### config.mk
export PLATFORM = sky130hd
export DESIGN_NAME = julian_day_to_calendar_date
export DESIGN_NICKNAME = d
export VERILOG_FILES = /design/src/hdl/jdcd_pkg.sv /design/src/hdl/julian_day_to_calendar_date.sv
export VERILOG_INCLUDE_DIRS = /design/src /design/src/hdl
export SDC_FILE = /design/constraint.sdc
export NUM_CORES = 2
export LEC_CHECK = 0
export BUFFER_PORTS_ARGS = -buffer_cell sky130_fd_sc_hd__buf_4
export CORE_MARGIN = 2
export CORE_UTILIZATION = 59
export DETAILED_ROUTE_END_ITERATION = 8
export GPL_TIMING_DRIVEN = 0
export PLACE_DENSITY = 0.82
export REMOVE_ABC_BUFFERS = 1
export SYNTH_ARGS = -nofsm -noshare
export SYNTH_HDL_FRONTEND = slang
export SYNTH_SLANG_ARGS = --single-unit
export TNS_END_PERCENT = 50
### constraint.sdc
create_clock -name clk_i -period 6.94 [get_ports clk_i]
set_clock_uncertainty 0.2 [all_clocks]
set_input_delay 0.694 -clock clk_i [delete_from_list [all_inputs] [get_ports clk_i]]
set_output_delay 0.694 -clock clk_i [all_outputs]
set_load 0.05 [all_outputs]
### src/hdl/julian_day_to_calendar_date_assert.svh
// assertion macros for the julian day converter
// clocked on clk_i, disabled while rst_ni is low
`ifndef JULIAN_DAY_TO_CALENDAR_DATE_ASSERT_SVH
`define JULIAN_DAY_TO_CALENDAR_DATE_ASSERT_SVH
`ifndef ASSERT_OFF
`define JDCD_ASSERT(lbl, prop) \
  lbl: assert property (@(posedge clk_i) disable iff (!rst_ni) prop) \
    else $error("jdcd assertion failed");
`define JDCD_ASSERT_NEVER(lbl, expr) \
  lbl: assert property (@(posedge clk_i) disable iff (!rst_ni) !(expr)) \
    else $error("jdcd forbidden condition seen");
`else
`define JDCD_ASSERT(lbl, prop)
`define JDCD_ASSERT_NEVER(lbl, expr)
`endif
`endif

### src/hdl/jdcd_pkg.sv
package jdcd_pkg;

  localparam int unsigned DAY_BITS      = 22;
  localparam int unsigned FRACTION_BITS = 32;
  localparam int unsigned VALUE_W       = DAY_BITS + FRACTION_BITS;

  localparam int unsigned YEAR_W        = 14;
  localparam int unsigned MONTH_W       = 4;
  localparam int unsigned DOM_W         = 5;
  localparam int unsigned HOUR_W        = 5;
  localparam int unsigned MINUTE_W      = 6;
  localparam int unsigned SEC_W         = 22;
  localparam int unsigned SEC_FRAC_BITS = 16;

  localparam int unsigned NUM_STAGES    = 10;

  // day number after the half day shift can reach 2^DAY_BITS
  localparam int unsigned Z_W = DAY_BITS + 1;

  localparam logic [VALUE_W:0] HALF_DAY    = (VALUE_W + 1)'(1) << (FRACTION_BITS - 1);
  localparam logic [VALUE_W:0] MJD_OFFSET  = ((VALUE_W + 1)'(2400000) << FRACTION_BITS)
                                             + HALF_DAY;
  localparam logic [VALUE_W:0] MJD_DAY_ADD = MJD_OFFSET + HALF_DAY;

  localparam logic [Z_W-1:0] GREGORIAN_START = Z_W'(2299161);

  // alpha = floor((4z - 7468865) / 146097), exact reciprocal multiply
  localparam int unsigned ALPHA_DIV  = 146097;
  localparam int unsigned N1_W       = DAY_BITS + 3;
  localparam logic [N1_W-1:0] ALPHA_BIAS = N1_W'(7468865);
  localparam int unsigned S1         = N1_W + $clog2(ALPHA_DIV);
  localparam int unsigned M1_W       = S1 - $clog2(ALPHA_DIV) + 1;
  localparam logic [M1_W-1:0] M1     = M1_W'(((64'd1 << S1) + 64'(ALPHA_DIV) - 64'd1)
                                             / 64'(ALPHA_DIV));
  localparam int unsigned A_W        = N1_W - $clog2(ALPHA_DIV) + 1;
  localparam int unsigned P1_W       = N1_W + M1_W;
  localparam int unsigned ADJ_W      = A_W + 4;
  localparam int unsigned B_BIAS_JUL  = 1524;
  localparam int unsigned B_BIAS_GREG = 1525;

  // c = floor((20b - 2442) / 7305)
  localparam int unsigned C_DIV      = 7305;
  localparam int unsigned N2_W       = Z_W + 5;
  localparam logic [N2_W-1:0] C_BIAS = N2_W'(2442);
  localparam int unsigned S2         = N2_W + $clog2(C_DIV);
  localparam int unsigned M2_W       = S2 - $clog2(C_DIV) + 1;
  localparam logic [M2_W-1:0] M2     = M2_W'(((64'd1 << S2) + 64'(C_DIV) - 64'd1)
                                             / 64'(C_DIV));
  localparam int unsigned C_W        = N2_W - $clog2(C_DIV) + 1;
  localparam int unsigned P2_W       = N2_W + M2_W;

  // d = floor(1461c / 4), b - d always lies in 123..488
  localparam int unsigned D_MUL      = 1461;
  localparam int unsigned DF_W       = C_W + 11;
  localparam int unsigned BD_W       = 9;

  // e = floor(10000 (b - d) / 306001)
  localparam int unsigned E_MUL      = 10000;
  localparam int unsigned E_DIV      = 306001;
  localparam int unsigned N4_W       = 23;
  localparam int unsigned S4         = N4_W + $clog2(E_DIV);
  localparam int unsigned M4_W       = S4 - $clog2(E_DIV) + 1;
  localparam logic [M4_W-1:0] M4     = M4_W'(((64'd1 << S4) + 64'(E_DIV) - 64'd1)
                                             / 64'(E_DIV));
  localparam int unsigned P4_W       = N4_W + M4_W;
  localparam int unsigned E_W        = 4;

  localparam int unsigned MONTH_WRAP      = 14;
  localparam int unsigned YEAR_BIAS_LATE  = 4716;
  localparam int unsigned YEAR_BIAS_EARLY = 4715;

  localparam int unsigned T1_W = FRACTION_BITS + HOUR_W;
  localparam int unsigned T2_W = FRACTION_BITS + MINUTE_W;

  typedef struct packed {
    logic [HOUR_W-1:0]   hour;
    logic [MINUTE_W-1:0] minute;
    logic [SEC_W-1:0]    seconds;
  } tod_t;

  // floor(306001 e / 10000)
  function automatic logic [BD_W-1:0] month_start_fn(input logic [E_W-1:0] e);
    logic [BD_W-1:0] r;
    case (e)
      4'd0:    r = BD_W'(0);
      4'd1:    r = BD_W'(30);
      4'd2:    r = BD_W'(61);
      4'd3:    r = BD_W'(91);
      4'd4:    r = BD_W'(122);
      4'd5:    r = BD_W'(153);
      4'd6:    r = BD_W'(183);
      4'd7:    r = BD_W'(214);
      4'd8:    r = BD_W'(244);
      4'd9:    r = BD_W'(275);
      4'd10:   r = BD_W'(306);
      4'd11:   r = BD_W'(336);
      4'd12:   r = BD_W'(367);
      4'd13:   r = BD_W'(397);
      4'd14:   r = BD_W'(428);
      default: r = BD_W'(459);
    endcase
    return r;
  endfunction

endpackage

### src/hdl/julian_day_to_calendar_date.sv
// julian day to calendar date, ten register stages
// an accepted request moves through the stages in order, and its result is registered in the output stage
// throughput: one request per cycle; empty stages close up under an output stall,
// so requests keep entering until every stage holds one
// reset: asynchronous, clears the stage valid bits and the mode register (julian day)
`include "julian_day_to_calendar_date_assert.svh"

module julian_day_to_calendar_date (
  input  logic                                  clk_i,
  input  logic                                  rst_ni,
  input  logic                                  cfg_write_i,
  input  logic                                  cfg_data_i,
  input  logic                                  in_valid_i,
  output logic                                  in_stall_o,
  input  logic [jdcd_pkg::VALUE_W-1:0]          day_value_i,
  output logic                                  out_valid_o,
  input  logic                                  out_stall_i,
  output logic signed [jdcd_pkg::YEAR_W-1:0]    year_o,
  output logic [jdcd_pkg::MONTH_W-1:0]          month_o,
  output logic [jdcd_pkg::DOM_W-1:0]            day_of_month_o,
  output logic [jdcd_pkg::HOUR_W-1:0]           hour_o,
  output logic [jdcd_pkg::MINUTE_W-1:0]         minute_o,
  output logic [jdcd_pkg::SEC_W-1:0]            seconds_q16_o,
  output logic                                  out_of_range_o
);

  import jdcd_pkg::*;

  logic                  mode_q;
  logic [NUM_STAGES:1]   vld_q;
  logic [NUM_STAGES:1]   stage_en;

  // stage 1
  logic [VALUE_W:0]       sum_chk, sum_day;
  logic                   s1_oor_q;
  logic [Z_W-1:0]         s1_z_q;
  logic [FRACTION_BITS-1:0] s1_f_q;
  // stage 2
  logic [T1_W-1:0]        t1_d;
  logic                   s2_oor_q, s2_greg_q;
  logic [Z_W-1:0]         s2_z_q;
  logic [N1_W-1:0]        s2_n1_q;
  logic [HOUR_W-1:0]      s2_hour_q;
  logic [FRACTION_BITS-1:0] s2_fr_q;
  // stage 3
  logic [T2_W-1:0]        t2_d;
  logic                   s3_oor_q, s3_greg_q;
  logic [Z_W-1:0]         s3_z_q;
  logic [P1_W-1:0]        s3_aprod_q;
  logic [HOUR_W-1:0]      s3_hour_q;
  logic [MINUTE_W-1:0]    s3_min_q;
  logic [FRACTION_BITS-1:0] s3_fr_q;
  // stage 4
  logic [A_W-1:0]         alpha;
  logic [ADJ_W-1:0]       adj;
  logic [Z_W-1:0]         b_d;
  logic [T2_W-1:0]        t3_d;
  logic                   s4_oor_q;
  logic [Z_W-1:0]         s4_b_q;
  tod_t                   s4_tod_q;
  // stage 5
  logic [N2_W-1:0]        n2_d;
  logic                   s5_oor_q;
  logic [Z_W-1:0]         s5_b_q;
  logic [N2_W-1:0]        s5_n2_q;
  tod_t                   s5_tod_q;
  // stage 6
  logic                   s6_oor_q;
  logic [Z_W-1:0]         s6_b_q;
  logic [P2_W-1:0]        s6_cprod_q;
  tod_t                   s6_tod_q;
  // stage 7
  logic [C_W-1:0]         c_d;
  logic [DF_W-1:0]        dfull;
  logic [BD_W-1:0]        bd_d;
  logic                   s7_oor_q;
  logic [C_W-1:0]         s7_c_q;
  logic [BD_W-1:0]        s7_bd_q;
  tod_t                   s7_tod_q;
  // stage 8
  logic                   s8_oor_q;
  logic [C_W-1:0]         s8_c_q;
  logic [BD_W-1:0]        s8_bd_q;
  logic [N4_W-1:0]        s8_n4_q;
  tod_t                   s8_tod_q;
  // stage 9
  logic                   s9_oor_q;
  logic [C_W-1:0]         s9_c_q;
  logic [BD_W-1:0]        s9_bd_q;
  logic [P4_W-1:0]        s9_eprod_q;
  tod_t                   s9_tod_q;
  // output stage
  logic [E_W-1:0]         e;
  logic [MONTH_W-1:0]     month_d;
  logic [BD_W-1:0]        dom_full;
  logic [YEAR_W-1:0]      year_d;
  logic [YEAR_W-1:0]      year_q;
  logic [MONTH_W-1:0]     month_q;
  logic [DOM_W-1:0]       dom_q;
  tod_t                   tod_q;
  logic                   oor_q;

  // a stage may load when it is empty or the stage after it moves on
  always_comb begin
    stage_en[NUM_STAGES] = !vld_q[NUM_STAGES] || !out_stall_i;
    for (int k = NUM_STAGES - 1; k >= 1; k--) begin
      stage_en[k] = !vld_q[k] || stage_en[k + 1];
    end
  end

  assign in_stall_o = !stage_en[1];

  always_ff @(posedge clk_i or negedge rst_ni) begin
    if (!rst_ni) begin
      mode_q <= 1'b0;
      vld_q  <= '0;
    end else begin
      if (cfg_write_i) begin
        mode_q <= cfg_data_i;
      end
      if (stage_en[1]) begin
        vld_q[1] <= in_valid_i;
      end
      for (int k = 2; k <= NUM_STAGES; k++) begin
        if (stage_en[k]) begin
          vld_q[k] <= vld_q[k - 1];
        end
      end
    end
  end

  // offset check and half day shift run side by side
  always_comb begin
    sum_chk = {1'b0, day_value_i} + (mode_q ? MJD_OFFSET : '0);
    sum_day = {1'b0, day_value_i} + (mode_q ? MJD_DAY_ADD : HALF_DAY);
  end

  assign t1_d = T1_W'(s1_f_q) * T1_W'(24);
  assign t2_d = T2_W'(s2_fr_q) * T2_W'(60);
  assign t3_d = T2_W'(s3_fr_q) * T2_W'(60);

  always_comb begin
    alpha = s3_aprod_q[S1 +: A_W];
    adj   = s3_greg_q ? ADJ_W'(B_BIAS_GREG) + ADJ_W'(alpha) - ADJ_W'(alpha >> 2)
                      : ADJ_W'(B_BIAS_JUL);
    b_d   = s3_z_q + Z_W'(adj);
    n2_d  = (N2_W'(s4_b_q) << 4) + (N2_W'(s4_b_q) << 2) - C_BIAS;
  end

  // b - d fits in BD_W bits, so the low bits of both operands are enough
  always_comb begin
    c_d   = s6_cprod_q[S2 +: C_W];
    dfull = DF_W'(c_d) * DF_W'(D_MUL);
    bd_d  = s6_b_q[BD_W-1:0] - dfull[2 +: BD_W];
  end

  always_comb begin
    e        = s9_eprod_q[S4 +: E_W];
    month_d  = (e < E_W'(MONTH_WRAP)) ? MONTH_W'(e - E_W'(1)) : MONTH_W'(e - E_W'(13));
    dom_full = s9_bd_q - month_start_fn(e);
    year_d   = s9_c_q[YEAR_W-1:0]
             - ((month_d > MONTH_W'(2)) ? YEAR_W'(YEAR_BIAS_LATE) : YEAR_W'(YEAR_BIAS_EARLY));
  end

  always_ff @(posedge clk_i) begin
    if (stage_en[1]) begin
      s1_oor_q <= sum_chk[VALUE_W];
      s1_z_q   <= sum_day[VALUE_W:FRACTION_BITS];
      s1_f_q   <= sum_day[FRACTION_BITS-1:0];
    end
    if (stage_en[2]) begin
      s2_oor_q  <= s1_oor_q;
      s2_greg_q <= (s1_z_q >= GREGORIAN_START);
      s2_z_q    <= s1_z_q;
      s2_n1_q   <= (N1_W'(s1_z_q) << 2) - ALPHA_BIAS;
      s2_hour_q <= t1_d[FRACTION_BITS +: HOUR_W];
      s2_fr_q   <= t1_d[FRACTION_BITS-1:0];
    end
    if (stage_en[3]) begin
      s3_oor_q   <= s2_oor_q;
      s3_greg_q  <= s2_greg_q;
      s3_z_q     <= s2_z_q;
      s3_aprod_q <= P1_W'(s2_n1_q) * P1_W'(M1);
      s3_hour_q  <= s2_hour_q;
      s3_min_q   <= t2_d[FRACTION_BITS +: MINUTE_W];
      s3_fr_q    <= t2_d[FRACTION_BITS-1:0];
    end
    if (stage_en[4]) begin
      s4_oor_q         <= s3_oor_q;
      s4_b_q           <= b_d;
      s4_tod_q.hour    <= s3_hour_q;
      s4_tod_q.minute  <= s3_min_q;
      s4_tod_q.seconds <= t3_d[(FRACTION_BITS - SEC_FRAC_BITS) +: SEC_W];
    end
    if (stage_en[5]) begin
      s5_oor_q <= s4_oor_q;
      s5_b_q   <= s4_b_q;
      s5_n2_q  <= n2_d;
      s5_tod_q <= s4_tod_q;
    end
    if (stage_en[6]) begin
      s6_oor_q   <= s5_oor_q;
      s6_b_q     <= s5_b_q;
      s6_cprod_q <= P2_W'(s5_n2_q) * P2_W'(M2);
      s6_tod_q   <= s5_tod_q;
    end
    if (stage_en[7]) begin
      s7_oor_q <= s6_oor_q;
      s7_c_q   <= c_d;
      s7_bd_q  <= bd_d;
      s7_tod_q <= s6_tod_q;
    end
    if (stage_en[8]) begin
      s8_oor_q <= s7_oor_q;
      s8_c_q   <= s7_c_q;
      s8_bd_q  <= s7_bd_q;
      s8_n4_q  <= N4_W'(s7_bd_q) * N4_W'(E_MUL);
      s8_tod_q <= s7_tod_q;
    end
    if (stage_en[9]) begin
      s9_oor_q   <= s8_oor_q;
      s9_c_q     <= s8_c_q;
      s9_bd_q    <= s8_bd_q;
      s9_eprod_q <= P4_W'(s8_n4_q) * P4_W'(M4);
      s9_tod_q   <= s8_tod_q;
    end
    if (stage_en[NUM_STAGES]) begin
      // an out of range day gives all-zero date and time
      oor_q   <= s9_oor_q;
      year_q  <= s9_oor_q ? '0 : year_d;
      month_q <= s9_oor_q ? '0 : month_d;
      dom_q   <= s9_oor_q ? '0 : dom_full[DOM_W-1:0];
      tod_q   <= s9_oor_q ? '0 : s9_tod_q;
    end
  end

  assign out_valid_o    = vld_q[NUM_STAGES];
  assign year_o         = year_q;
  assign month_o        = month_q;
  assign day_of_month_o = dom_q;
  assign hour_o         = tod_q.hour;
  assign minute_o       = tod_q.minute;
  assign seconds_q16_o  = tod_q.seconds;
  assign out_of_range_o = oor_q;

  `JDCD_ASSERT(a_range_zeroes, out_valid_o && out_of_range_o |-> year_o == '0 && month_o == '0 && day_of_month_o == '0 && tod_q == '0)
  `JDCD_ASSERT(a_fields_legal, out_valid_o && !out_of_range_o |-> month_o >= MONTH_W'(1) && month_o <= MONTH_W'(12) && day_of_month_o != '0 && hour_o <= HOUR_W'(23) && minute_o <= MINUTE_W'(59))
  `JDCD_ASSERT_NEVER(a_stall_only_when_full, in_stall_o && !(out_valid_o && out_stall_i))
  `JDCD_ASSERT(a_count_kept, !(in_valid_i && !in_stall_o) && !(out_valid_o && !out_stall_i) |=> $countones(vld_q) == $past($countones(vld_q)))

endmodule
# Word-level counts from Yosys, hierarchy flattened
# Memories as Yosys holds them, arrays and structs flattened. A register that Yosys moved wholly into a read port is not among the register bits.
# Cells that the tools add are included.
# word_totals
ff_bits,778
mem_bits_ro,144
input_bits,60
output_inout_bits,59
word_cells,124
memories,1
# classes
addsub,13
n_mul,8
magnitude_cmp,3
n_mux,6
reduce_logical,22
# mem_list
name,depth,width,read_ports,rd_ports_with_merged_regs,wr,line_no,rtl
(no name shown),16,9,1,1,0,jdcd_pkg.sv:84,case (e)
# ops
op,n
54-bit by 54-bit adder with 55-bit output,2
54-bit two-way mux,2
"28-bit by 28-bit multiplier with 56-bit output, second input constant",1
"25-bit by 24-bit multiplier with 49-bit output, second input constant",1
"19-bit by 24-bit multiplier with 42-bit output, second input constant",1
"30-bit by 4-bit multiplier with 34-bit output, second input constant",1
"32-bit by 2-bit multiplier with 34-bit output, second input constant",1
"29-bit by 4-bit multiplier with 33-bit output, second input constant",1
27-bit by 25-bit adder with 28-bit output,1
"28-bit by 12-bit subtractor with 28-bit output, second input constant",1
"25-bit by 23-bit subtractor with 25-bit output, second input constant",1
23-bit by 12-bit adder with 23-bit output,1
"23-bit by 22-bit greater-or-equal comparator with 1-bit output, second input constant",1
"9-bit by 10-bit multiplier with 19-bit output, second input constant",1
"16-bit by 11-bit multiplier with 11-bit output, second input constant",1
14-bit by 13-bit subtractor with 14-bit output,1
"11-bit by 8-bit adder with 12-bit output, first input constant",1
1-bit logical NOT,12
12-bit two-way mux,1
12-bit by 6-bit subtractor with 12-bit output,1
1-bit logical OR,10
9-bit subtractor,1
4-bit two-way mux,2
5-bit subtractor,1
other kinds (5),5

# Longest topological paths before layout
# logic_depth
depth_word,12
ltp_mapped,26
depth_no_buf,26

# Worst setup path before layout
# No wires, ideal clock.
# synth_timing
kind,register to register
startpoint,reg s5_n2_q[10]
endpoint,"reg s6_cprod_q[54], data pin"
setup_time_ns,0.265
arrival_ns,6.324
t_required_ns,6.475
path_slack_ns,0.150
stages_incl_launch_ff,21
path_buffers,0
synth_period_minus_slack_ns,6.790
path_cell_list,edfxtp_1 > fa_1 > inv_1 > fa_1 > fa_1 > inv_1 > fa_1 > fa_1 > fa_1 > fa_1 > ha_1 > a21oi_1 > nor2b_1 > o21ai_0 > o211ai_1 > a221oi_1 > o21ai_1 > a31oi_2 > o211ai_2 > and4_1 > or3_1
# synth_via
elab_chain_cells,1
# synth_lines
element,line_no,rtl
"start, declared",julian_day_to_calendar_date.sv:65,logic [N2_W-1:0] s5_n2_q;
"start signal, assigned",julian_day_to_calendar_date.sv:198,s5_n2_q <= n2_d;
28-bit by 28-bit multiplier with 56-bit output,julian_day_to_calendar_date.sv:204,s6_cprod_q <= P2_W'(s5_n2_q) * P2_W'(M2);
"end signal, assigned",julian_day_to_calendar_date.sv:204,
"end, declared",julian_day_to_calendar_date.sv:70,logic [P2_W-1:0] s6_cprod_q;
# Every way passes these cells.
# A chain may end at the register's enable or synchronous reset.

# Final worst setup path
# Ends and elaborated chain as after synthesis.

==> flow_summary.toml <==
[run_status]
status = "finished, violations left"
violations = "negative setup slack"

[floorplan]
coreArea_mm2 = 0.106
num_rows = 119
die_h_um = 331
ios = 119
die_area_mm2 = 0.110
initial_core_util_pct = 59.7
die_w_um = 331

[layout]
instances_no_fill = 7083
area_delta_synth_final_pct = 12.0
drive_above_1_share_pct = 10.9
fin_util_pct = 66.8
final_nets = 7536

[drt]
drt_iter0_markers = 2529
drc = 0
ant_nets = 0
wirelength_um = 139000
viasPerCell = 5.53
vias = 39100
post_drt_wl_per_cell_um = 19.6
drtPass1Iterations = 6

[yosys]
syn-cell-area_mm2 = 0.0631
ys_seq_area_share_pct = 30.6
yosys.area.top_type = "edfxtp_1"
synth-edff-count = 631
synth_seq_cells = 647
synth.avg_cell_area_um2 = 12.0
yosysUniqueCellTypes = 90
synth_warnings = 0
syn_inst = 5274
synthArstFlopShare_pct = 1.70
ys.flop_type = "edfxtp_1"
synthTopCellsByCount = "inv_1 (1384), ha_1 (956), fa_1 (878)"
synth_most_common_cell = "inv_1"
yosysTopAreaCellShare_pct = 30.0
synth_area_leaders = "edfxtp_1 (30%), fa_1 (28%), ha_1 (19%)"

[sta]
fmax_mhz = 141
setup_ws_ps = -144
layout_min_cycle_time_ps = 7080
finalMaxSlewViolations = 0
fin_crit_sh_pct = 102
worstMarginPinSlew_ps = 935
maxSlewHeadroom_pct = 37.6
setup_viol = 2
rsz0062_at_grt = "yes"
finalHoldViolCount = 0

[global_route]
antenna_found_initial = 3
grt_pass1_wl_um = 219000
gr-total-overflow = 0
track_usage_pct = 25.6
grt_pass1_vias = 42400
grt_max_degree = 70

[setup_path]
start_kind = "flip-flop"
arrival_ps = 7220
worstSetupPathType = "flip-flop to flip-flop"
crit_fanout = 3
r2r.worst_path.cells = 24
setup.worst_path.start = "s5_n2_q[10]"
cp-endpoint = "s6_cprod_q[54]"
r2r-start = "s5_n2_q[10]"
cp-end-kind = "flip-flop"
crit_required_ps = 7080
r2r_end = "s6_cprod_q[54]"
r2r_slack_ps = -140

[clocking]
clock_latency_ps = 620
cts-root-buf = "clkbuf_16"
htreeDepth = 3
cts_made_buffers = 67
cts.sinks = 647
cts_buffer_depth = 3
cts_tree = "done"
cts.clk_slew.worst_paths_ps = 60

[place]
dp_hpwl_um = 103000
io_buffer_count = 118
dp_cells = 6781
gp_congestion = 0.953

[worst_hold_path]
holdPathStages = 1
min_path_type = "input port to flip-flop"

[job]
max_cap_violations = 0
registers in the layout (all words and copies together) (netlist names), 15 cells and up, named ones only:
signal / cells
s3_fr_q: 27
s8_n4_q: 15
s5_tod_q: 33
s4_tod_q: 33
s2_n1_q: 23
s9_tod_q: 33
s2_z_q: 23
s8_tod_q: 33
s2_fr_q: 29
s5_n2_q: 26
s7_tod_q: 33
seconds_q16_o: 22
s1_z_q: 23
s3_z_q: 23
s4_b_q: 23
s1_f_q: 32
s6_tod_q: 33
worst min path at each step:
stage                         endpoint  slack [ps]            from
after floorplan                 mode_q         200          rst_ni
after detailed placement  s3_hour_q[3]         200    s2_hour_q[3]
after global placement     s8_tod_q[4]         200     s7_tod_q[4]
after CTS                    s1_f_q[3]          30  day_value_i[3]
after global routing         s1_f_q[3]          30  day_value_i[3]
final                        s1_f_q[3]          50  day_value_i[3]
kinds of logic (layout without fill, tap and decap cells):
group / count (synthesis) / in the layout / share of synthesized area, %
AO/OA/AOI/OAI: 604 / 604 / 6.52
XOR/XNOR: 237 / 237 / 3.29
adder cells (fa/ha/maj): 1834 / 1834 / 46.8
buffers and inverters: 1398 / 1815 / 8.31
flip-flops: 647 / 647 / 30.6
multiplexers: 13 / 13 / 0.234
other: 0 / 1 / 0
AND/OR/NAND/NOR: 541 / 541 / 4.24
area by class of cell:
type / count / area [um^2]
Clock inverter: 34 / 374
Tap cell: 1391 / 1740
Antenna cell: 1 / 2.50
Multi-Input combinational cell: 3229 / 39500
Timing Repair Buffer: 312 / 2690
Fill cell: 7132 / 35000
Inverter: 1385 / 5210
Sequential cell: 647 / 19300
Clock buffer: 84 / 1780
what timing repair did:
action / in CTS / in global routing
resized for setup: 99 / 106
setup endpoints to repair: 27 / 22
gates cloned: 0 / 1
setup buffers: 143 / 38
hold buffers: 1 / 0
pin swaps: 52 / 69
endpoints found under the hold margin: 11 / 0
cell usage in the layout (no fill, tap or decap), drive strengths merged, types with 12 or more instances in the layout:
master	n
nand3	48
inv	1385
nor2b	61
nor2	143
o21bai	33
clkbuf	85
nand2b	30
nand2	117
a31oi	16
xor2	71
clkinv	26
a211oi	16
buf	310
o21a	30
a21oi	168
o21ai	97
fa	878
a21boi	12
nand4	27
ha	956
edfxtp	631
xnor2	166
and3	24
or3	13
a21o	128
nor3	35
per-stage QoR:
step / TNS, ps / hold WS, ps / setup WS [ps] / cell area, um^2
detailed placement: -12480 / 205 / -1050 / 66000
global route: -1790 / 34.6 / -288 / 70700
floorplan: 0 / 198 / 150 / 63100
global placement: -93580 / 200 / -1020 / 65700
finish: -182 / 54.5 / -144 / 70700
CTS: -41.4 / 26.5 / -24.6 / 69800
critical path, cell delays in order, from the launching register on:
cell,delay [ps]
edfxtp_1,440
buf_4,190
fa_1,420
inv_1,170
fa_1,440
fa_1,520
inv_1,60
fa_1,470
fa_1,530
inv_1,60
fa_1,490
inv_1,70
fa_1,510
ha_1,260
a21o_1,170
a21o_1,190
a21oi_2,190
nor2_2,70
a211oi_4,240
o21ai_4,90
buf_12,150
a31oi_4,210
o211ai_4,110
and4_1,170
or3_4,400
metal layers:
metal / wire length (um) / vias to the layer above / track usage, %
li1: - / 17900 / -
met3: 8430 / 416 / 3.43
met5: 13 / - / 0
met2: 71300 / 1344 / 45.8
met1: 53200 / 19500 / 31.9
met4: 6080 / 2 / 9.16
Power is left out: the tool's default activity adds up to more than one toggle a clock period on the data nets, which glitch-free logic cannot reach.
